<file path="config.mk">
export PLATFORM = sky130hd
export DESIGN_NAME = smart_card_atr_parser_flat
export DESIGN_NICKNAME = d
export VERILOG_FILES = /design/src/sv/scap_pkg.sv /design/src/sv/scap_if.sv /design/src/sv/smart_card_atr_parser.sv /design/src/flat_wrapper.sv
export SDC_FILE = /design/constraint.sdc
export NUM_CORES = 1
export LEC_CHECK = 0
export ABC_AREA = 1
export BUFFER_PORTS_ARGS = -buffer_cell sky130_fd_sc_hd__buf_2
export CAP_MARGIN = 15
export CORE_AREA = 2 2 151 94
export CTS_CLUSTER_DIAMETER = 150
export DETAILED_ROUTE_END_ITERATION = 12
export DIE_AREA = 0 0 153 96
export SYNTH_ARGS = -nofsm -noshare
export SYNTH_HDL_FRONTEND = slang
export SYNTH_SLANG_ARGS = --single-unit
</file>
<file path="constraint.sdc">
create_clock -name clk -period 2 [get_ports clk]
set_input_delay 0.3 -clock clk [delete_from_list [all_inputs] [get_ports clk]]
set_output_delay 0.3 -clock clk [all_outputs]
set_load 0.01 [all_outputs]
</file>
<file path="src/sv/scap_pkg.sv">
`timescale 1ns / 1ps
// ----------------------------------------------------------------------------
// scap_pkg - shared types and codes of the ATR parser
// Byte classes, error codes, parser phases and the result word layout.
// ----------------------------------------------------------------------------
package scap_pkg;

	// byte classes
	localparam logic [3:0] CLS_TS      = 4'd0;
	localparam logic [3:0] CLS_T0      = 4'd1;
	localparam logic [3:0] CLS_TA      = 4'd2;
	localparam logic [3:0] CLS_TB      = 4'd3;
	localparam logic [3:0] CLS_TC      = 4'd4;
	localparam logic [3:0] CLS_TD      = 4'd5;
	localparam logic [3:0] CLS_HIST    = 4'd6;
	localparam logic [3:0] CLS_TCK     = 4'd7;
	localparam logic [3:0] CLS_IGNORED = 4'd8;

	// error codes
	localparam logic [2:0] ERR_NONE       = 3'd0;
	localparam logic [2:0] ERR_BAD_TS     = 3'd1;
	localparam logic [2:0] ERR_MANY_GROUP = 3'd2;
	localparam logic [2:0] ERR_TOO_SHORT  = 3'd3;
	localparam logic [2:0] ERR_TOO_LONG   = 3'd4;

	// TS conventions and the proximity-card signature
	localparam logic [7:0] TS_DIRECT   = 8'h3b;
	localparam logic [7:0] TS_INVERSE  = 8'h3f;
	localparam logic [3:0] T0_PROX_HI  = 4'h8;
	localparam logic [7:0] TD1_PROX    = 8'h80;
	localparam logic [7:0] TD2_PROX    = 8'h01;

	// a TD in this group ends the interface bytes with an error
	localparam logic [2:0] MAX_GROUPS  = 3'd7;

	// parser phase, one-hot
	typedef enum logic [5:0] {
		PH_TS     = 6'b000001,
		PH_T0     = 6'b000010,
		PH_IFACE  = 6'b000100,
		PH_HIST   = 6'b001000,
		PH_AFTER  = 6'b010000,
		PH_IGNORE = 6'b100000
	} phase_t;

	// one result word
	typedef struct packed {
		logic [3:0] byte_class;
		logic [2:0] group_number;
		logic [2:0] error_code;
		logic       done_res;
		logic       tck_present;
		logic       checksum_ok;
		logic [3:0] first_protocol;
		logic       ta1_present;
		logic [7:0] ta1_value;
		logic [3:0] historical_count;
		logic       proximity_card;
	} res_t;

endpackage

</file>
<file path="src/sv/scap_if.sv">
`timescale 1ns / 1ps
// ----------------------------------------------------------------------------
// scap_byte_if / scap_res_if - valid/ready channels of the ATR parser
// Byte channel into the parser and result channel out of it.
// ----------------------------------------------------------------------------
interface scap_byte_if;
	logic       valid;
	logic       ready;
	logic [7:0] atr_byte;
	logic       last_byte;

	modport source (output valid, output atr_byte, output last_byte, input ready);
	modport sink   (input valid, input atr_byte, input last_byte, output ready);
endinterface

interface scap_res_if;
	logic       valid;
	logic       ready;
	logic [3:0] byte_class;
	logic [2:0] group_number;
	logic [2:0] error_code;
	logic       done_res;
	logic       tck_present;
	logic       checksum_ok;
	logic [3:0] first_protocol;
	logic       ta1_present;
	logic [7:0] ta1_value;
	logic [3:0] historical_count;
	logic       proximity_card;

	modport source (
		output valid, output byte_class, output group_number, output error_code,
		output done_res, output tck_present, output checksum_ok,
		output first_protocol, output ta1_present, output ta1_value,
		output historical_count, output proximity_card, input ready
	);
	modport sink (
		input valid, input byte_class, input group_number, input error_code,
		input done_res, input tck_present, input checksum_ok,
		input first_protocol, input ta1_present, input ta1_value,
		input historical_count, input proximity_card, output ready
	);
endinterface

</file>
<file path="src/sv/smart_card_atr_parser.sv">
`timescale 1ns / 1ps
// ----------------------------------------------------------------------------
// smart_card_atr_parser - Answer To Reset byte classifier
// Classifies each ATR byte and reports a summary on the last byte.
// ----------------------------------------------------------------------------
// Usage:
//   rx carries ATR bytes in order, starting with TS; last_byte marks the
//   final byte of one ATR. For every accepted word exactly one result word
//   leaves on res: the class of the byte and its interface group, and on the
//   last byte the error code and summary (protocol, TA1, checksum, ...).
//   After the last byte the parser is back in its reset state, ready for TS.
// Timing:
//   One word per cycle sustained while res.ready stays high. A byte is held
//   in an input stage register; the parse logic and state update sit between
//   that register and the result register, which drives res.
// Reset and stall:
//   arst_n clears both stages and the parser state (expects TS).
//   When res.ready is low the result register holds, the input stage holds
//   behind it and rx.ready drops once both are full.
// ----------------------------------------------------------------------------
module smart_card_atr_parser #(
	parameter int MAX_ATR_BYTES = 33
) (
	input  logic          clk,
	input  logic          arst_n,
	scap_byte_if.sink     rx,
	scap_res_if.source    res
);

	localparam int CW = $clog2(MAX_ATR_BYTES + 1);

	// pipeline control
	logic          valid_s1;
	logic [7:0]    atr_byte_s1;
	logic          last_s1;
	logic          out_valid_q;
	scap_pkg::res_t res_q;
	logic          advance;

	// parser state
	scap_pkg::phase_t phase_q;
	logic [3:0]    pend_q;
	logic [2:0]    group_q;
	logic [3:0]    hist_left_q;
	logic [3:0]    hist_total_q;
	logic [CW-1:0] count_q;
	logic [7:0]    xor_q;
	logic [2:0]    err_latch_q;
	logic [8:0]    td1_q;
	logic [8:0]    td2_q;
	logic [8:0]    ta1_q;
	logic [2:0]    hflags_q;

	// next state
	scap_pkg::phase_t phase_n;
	logic [3:0]    pend_n;
	logic [2:0]    group_n;
	logic [3:0]    hist_left_n;
	logic [3:0]    hist_total_n;
	logic [CW-1:0] count_n;
	logic [7:0]    xor_n;
	logic [2:0]    err_latch_n;
	logic [8:0]    td1_n;
	logic [8:0]    td2_n;
	logic [8:0]    ta1_n;
	logic [2:0]    hflags_n;
	scap_pkg::res_t res_n;
	logic [1:0]    k;
	logic          tck;

	assign advance  = !out_valid_q || res.ready;
	assign rx.ready = !valid_s1 || advance;

	// input stage
	always_ff @(posedge clk or negedge arst_n) begin
		if (!arst_n) begin
			valid_s1 <= 1'b0;
		end else if (rx.ready) begin
			valid_s1 <= rx.valid;
		end
	end

	always_ff @(posedge clk) begin
		if (rx.ready && rx.valid) begin
			atr_byte_s1 <= rx.atr_byte;
			last_s1     <= rx.last_byte;
		end
	end

	// first still-due interface byte: TA, TB, TC, else TD
	always_comb begin
		if (pend_q[0]) k = 2'd0;
		else if (pend_q[1]) k = 2'd1;
		else if (pend_q[2]) k = 2'd2;
		else k = 2'd3;
	end

	// parse one byte
	always_comb begin
		phase_n      = phase_q;
		pend_n       = pend_q;
		group_n      = group_q;
		hist_left_n  = hist_left_q;
		hist_total_n = hist_total_q;
		err_latch_n  = err_latch_q;
		td1_n        = td1_q;
		td2_n        = td2_q;
		ta1_n        = ta1_q;
		hflags_n     = hflags_q;
		tck          = 1'b0;
		res_n        = '0;
		res_n.byte_class = scap_pkg::CLS_IGNORED;

		// saturating byte count
		if (count_q >= CW'(MAX_ATR_BYTES)) begin
			count_n     = count_q;
			hflags_n[2] = 1'b1;
		end else begin
			count_n = count_q + CW'(1);
		end

		xor_n = (phase_q != scap_pkg::PH_TS) ? (xor_q ^ atr_byte_s1) : xor_q;

		unique case (phase_q)
			scap_pkg::PH_TS: begin
				res_n.byte_class = scap_pkg::CLS_TS;
				if (atr_byte_s1 == scap_pkg::TS_DIRECT) begin
					hflags_n[0] = 1'b1;
					phase_n     = scap_pkg::PH_T0;
				end else if (atr_byte_s1 == scap_pkg::TS_INVERSE) begin
					phase_n = scap_pkg::PH_T0;
				end else begin
					err_latch_n = scap_pkg::ERR_BAD_TS;
					phase_n     = scap_pkg::PH_IGNORE;
				end
			end
			scap_pkg::PH_T0: begin
				res_n.byte_class = scap_pkg::CLS_T0;
				hist_total_n = atr_byte_s1[3:0];
				hist_left_n  = atr_byte_s1[3:0];
				if (atr_byte_s1[7:4] == scap_pkg::T0_PROX_HI) hflags_n[1] = 1'b1;
				pend_n  = atr_byte_s1[7:4];
				group_n = 3'd1;
				if (atr_byte_s1[7:4] != 4'd0) phase_n = scap_pkg::PH_IFACE;
				else if (atr_byte_s1[3:0] != 4'd0) phase_n = scap_pkg::PH_HIST;
				else phase_n = scap_pkg::PH_AFTER;
			end
			scap_pkg::PH_IFACE: begin
				if (pend_q != 4'd0) begin
					res_n.byte_class   = scap_pkg::CLS_TA + {2'd0, k};
					res_n.group_number = group_q;
					pend_n[k]          = 1'b0;
					if (k == 2'd0 && group_q == 3'd1) ta1_n = {1'b1, atr_byte_s1};
					if (k == 2'd3) begin
						if (group_q == 3'd1) td1_n = {1'b1, atr_byte_s1};
						if (group_q == 3'd2) td2_n = {1'b1, atr_byte_s1};
						if (group_q >= scap_pkg::MAX_GROUPS) begin
							err_latch_n = scap_pkg::ERR_MANY_GROUP;
						end else begin
							group_n = group_q + 3'd1;
							pend_n  = atr_byte_s1[7:4];
						end
					end
				end
				// leave the interface phase once nothing is due, or on a TD at the group limit
				if (k == 2'd3 && pend_q != 4'd0 && group_q >= scap_pkg::MAX_GROUPS)
					phase_n = scap_pkg::PH_IGNORE;
				else if (pend_n != 4'd0) phase_n = scap_pkg::PH_IFACE;
				else if (hist_left_q != 4'd0) phase_n = scap_pkg::PH_HIST;
				else phase_n = scap_pkg::PH_AFTER;
			end
			scap_pkg::PH_HIST: begin
				res_n.byte_class = scap_pkg::CLS_HIST;
				if (hist_left_q != 4'd0) hist_left_n = hist_left_q - 4'd1;
				if (hist_left_n == 4'd0) phase_n = scap_pkg::PH_AFTER;
			end
			scap_pkg::PH_AFTER: begin
				if (last_s1) begin
					res_n.byte_class = scap_pkg::CLS_TCK;
					tck = 1'b1;
				end
				phase_n = scap_pkg::PH_IGNORE;
			end
			default: begin
				phase_n = scap_pkg::PH_IGNORE;
			end
		endcase

		// summary on the last byte
		if (last_s1) begin
			if (hflags_n[2]) res_n.error_code = scap_pkg::ERR_TOO_LONG;
			else if (count_n < CW'(2)) res_n.error_code = scap_pkg::ERR_TOO_SHORT;
			else if (err_latch_n != scap_pkg::ERR_NONE) res_n.error_code = err_latch_n;
			else if (phase_n != scap_pkg::PH_AFTER && phase_n != scap_pkg::PH_IGNORE)
				res_n.error_code = scap_pkg::ERR_TOO_SHORT;
			else res_n.error_code = scap_pkg::ERR_NONE;
			res_n.done_res         = 1'b1;
			res_n.tck_present      = tck;
			res_n.checksum_ok      = tck && (xor_n == 8'd0);
			res_n.first_protocol   = td1_n[8] ? td1_n[3:0] : 4'd0;
			res_n.ta1_present      = ta1_n[8];
			res_n.ta1_value        = ta1_n[7:0];
			res_n.historical_count = hist_total_n;
			res_n.proximity_card   = (hflags_n[1:0] == 2'b11)
				&& (td1_n == {1'b1, scap_pkg::TD1_PROX})
				&& (td2_n == {1'b1, scap_pkg::TD2_PROX});
		end
	end

	// parser state, cleared after each last byte
	always_ff @(posedge clk or negedge arst_n) begin
		if (!arst_n) begin
			phase_q      <= scap_pkg::PH_TS;
			pend_q       <= '0;
			group_q      <= '0;
			hist_left_q  <= '0;
			hist_total_q <= '0;
			count_q      <= '0;
			xor_q        <= '0;
			err_latch_q  <= '0;
			td1_q        <= '0;
			td2_q        <= '0;
			ta1_q        <= '0;
			hflags_q     <= '0;
		end else if (valid_s1 && advance) begin
			if (last_s1) begin
				phase_q      <= scap_pkg::PH_TS;
				pend_q       <= '0;
				group_q      <= '0;
				hist_left_q  <= '0;
				hist_total_q <= '0;
				count_q      <= '0;
				xor_q        <= '0;
				err_latch_q  <= '0;
				td1_q        <= '0;
				td2_q        <= '0;
				ta1_q        <= '0;
				hflags_q     <= '0;
			end else begin
				phase_q      <= phase_n;
				pend_q       <= pend_n;
				group_q      <= group_n;
				hist_left_q  <= hist_left_n;
				hist_total_q <= hist_total_n;
				count_q      <= count_n;
				xor_q        <= xor_n;
				err_latch_q  <= err_latch_n;
				td1_q        <= td1_n;
				td2_q        <= td2_n;
				ta1_q        <= ta1_n;
				hflags_q     <= hflags_n;
			end
		end
	end

	// result register
	always_ff @(posedge clk or negedge arst_n) begin
		if (!arst_n) begin
			out_valid_q <= 1'b0;
		end else if (advance) begin
			out_valid_q <= valid_s1;
		end
	end

	always_ff @(posedge clk) begin
		if (advance && valid_s1) res_q <= res_n;
	end

	assign res.valid            = out_valid_q;
	assign res.byte_class       = res_q.byte_class;
	assign res.group_number     = res_q.group_number;
	assign res.error_code       = res_q.error_code;
	assign res.done_res         = res_q.done_res;
	assign res.tck_present      = res_q.tck_present;
	assign res.checksum_ok      = res_q.checksum_ok;
	assign res.first_protocol   = res_q.first_protocol;
	assign res.ta1_present      = res_q.ta1_present;
	assign res.ta1_value        = res_q.ta1_value;
	assign res.historical_count = res_q.historical_count;
	assign res.proximity_card   = res_q.proximity_card;

endmodule

</file>
<file path="src/flat_wrapper.sv">
// flat-port wrapper written by rule: the top's interface ports become plain ports
module smart_card_atr_parser_flat 
#(
	parameter int MAX_ATR_BYTES = 33
)
  (clk, arst_n, rx_valid, rx_atr_byte, rx_last_byte, rx_ready, res_valid, res_byte_class, res_group_number, res_error_code, res_done_res, res_tck_present, res_checksum_ok, res_first_protocol, res_ta1_present, res_ta1_value, res_historical_count, res_proximity_card, res_ready);
  scap_byte_if rx_i ();
  scap_res_if res_i ();
  input  logic clk;
  input  logic arst_n;
  input wire logic [$bits(rx_i.valid)-1:0] rx_valid;
  input wire logic [$bits(rx_i.atr_byte)-1:0] rx_atr_byte;
  input wire logic [$bits(rx_i.last_byte)-1:0] rx_last_byte;
  output wire logic [$bits(rx_i.ready)-1:0] rx_ready;
  output wire logic [$bits(res_i.valid)-1:0] res_valid;
  output wire logic [$bits(res_i.byte_class)-1:0] res_byte_class;
  output wire logic [$bits(res_i.group_number)-1:0] res_group_number;
  output wire logic [$bits(res_i.error_code)-1:0] res_error_code;
  output wire logic [$bits(res_i.done_res)-1:0] res_done_res;
  output wire logic [$bits(res_i.tck_present)-1:0] res_tck_present;
  output wire logic [$bits(res_i.checksum_ok)-1:0] res_checksum_ok;
  output wire logic [$bits(res_i.first_protocol)-1:0] res_first_protocol;
  output wire logic [$bits(res_i.ta1_present)-1:0] res_ta1_present;
  output wire logic [$bits(res_i.ta1_value)-1:0] res_ta1_value;
  output wire logic [$bits(res_i.historical_count)-1:0] res_historical_count;
  output wire logic [$bits(res_i.proximity_card)-1:0] res_proximity_card;
  input wire logic [$bits(res_i.ready)-1:0] res_ready;
  assign rx_i.valid = rx_valid;
  assign rx_i.atr_byte = rx_atr_byte;
  assign rx_i.last_byte = rx_last_byte;
  assign rx_ready = rx_i.ready;
  assign res_valid = res_i.valid;
  assign res_byte_class = res_i.byte_class;
  assign res_group_number = res_i.group_number;
  assign res_error_code = res_i.error_code;
  assign res_done_res = res_i.done_res;
  assign res_tck_present = res_i.tck_present;
  assign res_checksum_ok = res_i.checksum_ok;
  assign res_first_protocol = res_i.first_protocol;
  assign res_ta1_present = res_i.ta1_present;
  assign res_ta1_value = res_i.ta1_value;
  assign res_historical_count = res_i.historical_count;
  assign res_proximity_card = res_i.proximity_card;
  assign res_i.ready = res_ready;
  smart_card_atr_parser #(.MAX_ATR_BYTES(MAX_ATR_BYTES)) u_core (.clk(clk), .arst_n(arst_n), .rx(rx_i), .res(res_i));
endmodule
</file>
## Word-level counts from Yosys, hierarchy flattened

Index checks and enable logic that the tools add are counted.

| storage, ports and cells | value |
|---|---|
| output and inout bits | 33 |
| register bits after elaboration | 110 |

| operators by class | value |
|---|---|
| reductions and logical operators | 31 |
| equal/unequal tests | 20 |
| $add $sub $neg | 4 |
| mux-type cells | 74 |
| bitwise gates (word level) | 4 |
| $lt $le $gt $ge | 5 |

Operator list:

| cell | number |
|---|---|
| 9-bit two-way mux | 14 |
| 4-bit two-way mux | 12 |
| 6-bit two-way mux | 8 |
| 3-bit two-way mux | 14 |
| 6-bit case mux with 4 select lines | 1 |
| 21-bit two-way mux | 1 |
| 4-bit case mux with 5 select lines | 1 |
| 4-bit nonzero test | 5 |
| 9-bit == test (second input constant) | 2 |
| 8-bit by 6-bit == test with 1-bit output (second input constant) | 2 |
| 8-bit two-way mux | 2 |
| 4-bit case mux with 2 select lines | 2 |
| 5-bit two-way mux | 3 |
| 3-bit case mux with 2 select lines | 2 |
| 1-bit logical AND | 10 |
| 1-bit two-way mux | 9 |
| 3-bit nonzero test | 3 |
| 8-bit zero test | 1 |
| 2-bit AND reduction | 4 |
| 8-bit XOR | 1 |
| 7-bit two-way mux | 1 |
| 6-bit by 1-bit adder with 6-bit output (second input constant) | 1 |
| 6-bit by 1-bit == test with 1-bit output (second input constant) | 1 |
| 6-bit by 2-bit == test with 1-bit output (second input constant) | 1 |
| other kinds (31) | 37 |

## Longest topological paths before layout

| logic depth | value |
|---|---|
| depth in word-level cells | 23 |
| gate-level depth with buffers | 13 |

## Least setup slack after synthesis

OpenSTA, ideal clock, no wires.

| path | value |
|---|---|
| kind | reg-to-reg |
| start | reg u_core.out_valid_q (netlist: u_core.res.valid) |
| end | reg u_core.res_q, in the netlist u_core.res.byte_class[0] (enable) |
| arrival | 1.816 ns |
| stages on the path, launching flop included | 5 |
| clock period less this slack | 2.224 ns |
| slack | -0.224 ns |
| library setup time | 0.408 ns |
| path buffers | 1 |
| cell sequence | dfrtp_1 > nand2_1 > nand2_1 > inv_1 > clkbuf_1 |

| on the way | value |
|---|---|
| cells in the longest elaborated chain, start to end | 3 |

RTL lines:

| element | line | text |
|---|---|---|
| start, declared | smart_card_atr_parser.sv:36 | `logic out_valid_q;` |
| start signal, assigned | smart_card_atr_parser.sv:261 | `out_valid_q <= valid_s1;` |
| 1-bit zero test | smart_card_atr_parser.sv:71 | `assign advance = !out_valid_q \|\| res.ready;` |
| 1-bit logical OR | smart_card_atr_parser.sv:71 |  |
| 1-bit logical AND | smart_card_atr_parser.sv:266 | `if (advance && valid_s1) res_q <= res_n;` |
| end signal, assigned | smart_card_atr_parser.sv:266 |  |
| end, declared | smart_card_atr_parser.sv:37 | `scap_pkg::res_t res_q;` |

No other way between the ends.
A chain may end at the register's enable or synchronous reset.

## Worst setup path after layout

| path | value |
|---|---|
| start | reg u_core.group_q[1] |
| end | reg u_core.ta1_q[4] |

| on the way | value |
|---|---|
| cells in the longest elaborated chain, start to end | 6 |

RTL lines:

| element | line | text |
|---|---|---|
| start, declared | smart_card_atr_parser.sv:43 | `logic [2:0] group_q;` |
| start signal, assigned | smart_card_atr_parser.sv:242 | `group_q <= group_n;` |
| 3-bit by 1-bit == test with 1-bit output | smart_card_atr_parser.sv:153 | `if (k == 2'd0 && group_q == 3'd1) ta1_n = {1'b1, atr_byte_s1};` |
| 1-bit logical AND | smart_card_atr_parser.sv:153 |  |
| 9-bit two-way mux | smart_card_atr_parser.sv:153 |  |
| 9-bit two-way mux | smart_card_atr_parser.sv:149 | `if (pend_q != 4'd0) begin` |
| 9-bit two-way mux | smart_card_atr_parser.sv:124 | `unique case (phase_q)` |
| 9-bit two-way mux | smart_card_atr_parser.sv:226 | `if (last_s1) begin` |
| end signal, assigned | smart_card_atr_parser.sv:250 | `ta1_q <= ta1_n;` |
| end, declared | smart_card_atr_parser.sv:51 | `logic [8:0] ta1_q;` |

No other way between the ends.

==> results.md <==
- Status: finished, final reports clean
- Gr ovfl total: 0
- CP Cell Sequence: buf_4 -> inv_1 -> ha_2 -> nand2_1 -> nor2_1 -> nand2_1 -> buf_12 -> nor3_1 -> a21oi_1 -> o21ai_0
- Drt total wl: 14400 um
- Post-place instance area: 0.00606 mm^2
- Sequential area share after synthesis: 55.4%
- Clock Latency Late Sink: 0.36 ns
- Worst path required time: 2.28 ns
- R2R Path End: u_core.ta1_q[4]$_DFFE_PN0P_
- Post-Syn Area: 0.00534 mm^2
- Wire per inst: 16.4 um
- LEAKAGE: 0.00318 uW
- Crit end category: flop
- Largest net degree at the start of global routing: 30
- Initial antenna violation count: 0
- Mapped Nets: 627
- Pwr Density: 892 mW/mm^2
- WS Path Type: flop to flop
- Design area: 0.00665 mm^2
- CTS Buf Count: 9
- Hold Path Depth: 1
- Final hold viol count: 0
- Mean Syn Cell Area: 8.81 um^2
- Vias post-DR: 4657
- Min-Delay Path Class: primary input to flop
- Vias per cell: 5.30
- Clk slew on worst S/H paths: 0.08 ns
- Max-Cap Viols: 0
- Tmin final: 1.96 ns
- Core footprint: 0.0133 mm^2
- Synth Instances: 606
- Worst setup path start: u_core.group_q[1]$_DFFE_PN0P_
- Seq cells post-synth: 110
- Crit path max fanout: 18
- Row count: 33
- Critical-path top delay cell: dfrtp_1
- Fin. max-slew vios: 0
- Reg-to-reg startpoint: u_core.group_q[1]$_DFFE_PN0P_
- IO Pins: 46
- Share of layout cells above drive strength 1: 23.3%
- Dominant synthesized flop cell: dfrtp_1
- Clock tree from TritonCTS: done
- Worst-margin pin slew: 0.666 ns
- Nets: 719
- Setup slack, reg-to-reg: 0.04 ns
- Clock root cell: clkbuf_16
- DRT iter0 DRCs: 526
- Total GRT Usage: 19.8%
- Commonest non-fill, non-tap cell in the layout: nand2_1
- Height of the chip: 96 um
- Crit path launch type: flop
- Die area: 0.0147 mm^2
- Total power: 5930 uW
- Initial core utilization: 40.0%
- Share of the synthesized area in the top cell type: 32.4%
- Pre-Repair DR Iteration Count: 5
- First-pass GRT wire length: 22300 um
- Vias in the first global route: 4265
- Clock skew: 0.0102 ns
- Most frequent cells in the layout: nand2_1 (129), inv_1 (76), dfrtp_1 (67)
- Gpl congestion: 0.922
- RSZ-0062 raised after global routing: yes
- Synth unique cells: 39
- Reg2Reg Depth: 10
- HP Start: rx_atr_byte[4]
- Max_slew headroom: 55.6%
- H-tree depth: 3
- Worst path buffer plus inverter count: 3
- CP delay by family, top: simple AND/OR/NAND/NOR gates
- # DRC: 0
- DP Wirelength: 10000 um
- Clk sinks: 110
- YS warnings: 0
- Antenna diodes: 0
- Most area-consuming cells after synthesis: dfrtp_1 (32%), edfxtp_1 (23%), nand2_1 (9.4%)
- Post-synth EDFFs: 40
- I/O Buffers: 45
- Final TNS setup: 0 ns
- Arr. time, crit path: 2.23 ns
- Layout area overhead: 24.6%
- Synth area leader: dfrtp_1
- Count of final setup violators: 0
- Clock buffer depth: 2
- Fraction of registers with async set/reset: 63.6%
- Worst vdd ir: 0.000447 V
- Die X-Extent: 153 um
- Cell mode on critical path: nand2_1
- Routed Antenna Nets: 0
- Hold EP: u_core.atr_byte_s1[4]$_DFFE_PP_
- Hold slack: 0.109 ns
- Final period utilization: 97.8%
- Max stage delay on crit path: 0.44 ns
- F_max: 0.511 GHz
## power breakdown
group,internal (uW),switching [uW]
clock network,956,905
logic,487,843
registers,2590,151
total,4030,1900
## worst reg2reg max path, delay by kind of cell (launching register included)
kind | cells | cell delay (ns)
compound gates | 2 | 0.25
fa+ha+maj | 1 | 0.26
flops | 1 | 0.44
buf+inv | 3 | 0.39
simple gates | 4 | 0.53
## state kept, by name, summed over array words and instances, names as in the netlist, 4 cells and up
register	flops
u_core.xor_q	8
u_core.pend_q	4
u_core.res.byte_class	4
u_core.ta1_q	9
u_core.hist_total_q	4
u_core.res.historical_count	4
u_core.res.first_protocol	4
u_core.hist_left_q	4
u_core.atr_byte_s1	8
u_core.count_q	6
u_core.phase_q	6
u_core.td1_q	9
u_core.res.ta1_value	8
u_core.td2_q	9
## worst max-delay path by stage
stage / endpoint / slack [ns] / cells past startpoint
after detailed placement: u_core.res.error_code[1]$_SDFFCE_PP0P_ / -0.06 / 10
after global routing: u_core.res.error_code[1]$_SDFFCE_PP0P_ / -0.04 / 11
final: u_core.ta1_q[4]$_DFFE_PN0P_ / 0.04 / 10
after floorplan: u_core.res.proximity_card$_SDFFCE_PN0P_ / 0.26 / 9
after global placement: u_core.res.error_code[0]$_SDFFCE_PP0P_ / -0.02 / 10
after CTS: u_core.res.error_code[1]$_SDFFCE_PP0P_ / 0.003 / 11
## synthesized netlist by cell type (all sizes together), types with 2 or more instances
cell and n:
a21oi 20, buf 4, clkbuf 15, dfrtp 69, edfxtp 40, ha 8, inv 82, nand2 137
nand3 22, nand3b 2, nand4 10, nor2 64, nor3 7, o211a 2, o21ai 71, o22ai 32
or2 2, xor2 9
## metal layers
layer / part of all wire, % / GRT usage [%] / up-vias
li1: - / - / 2206
met1: 50 / 30.4 / 2241
met2: 41 / 28.6 / 192
met3: 8.2 / 4.95 / 18
met4: 0.75 / 3.32 / 0
met5: 0 / 0 / -
## repair_timing
action                     in CTS  in global routing
pin swaps                       1                 19
hold endpoints to repair       20                  0
setup endpoints to repair       3                 22
hold buffers                    1                  0
gates cloned                    0                  1
setup buffers                   1                 12
resized for setup               4                 46
## stage by stage
stage          std cells  worst slack, ns  utilization, %
6_report             878           0.0449            49.9
5_1_grt              878          -0.0448            49.9
4_1_cts              865          0.00341            48.1
3_3_place_gp         847          -0.0167            45.4
3_5_place_dp         847          -0.0553            45.4
2_1_floorplan        606            0.264               -
## kinds of logic (layout without fill, tap and decap cells)
kind of cell / count (synthesis) / after routing / synth area share [%]
AO/OA/AOI/OAI: 133 / 133 / 13.9
adder cells (fa/ha/maj): 8 / 8 / 1.88
AND/OR/NAND/NOR: 244 / 245 / 20.0
flip-flops: 110 / 110 / 55.4
buffers and inverters: 101 / 197 / 7.32
XOR/XNOR: 10 / 10 / 1.64
## cell type report
cell class / count / area, um^2
repair buffers: 99 / 708
fillers: 1227 / 6690
well taps: 175 / 219
inverters: 82 / 308
multi-input cells: 396 / 2140
flip-flops and latches: 110 / 2960
clock buffers: 10 / 250
clock inverters: 6 / 63.8
(Power assumes the default switching activity.)
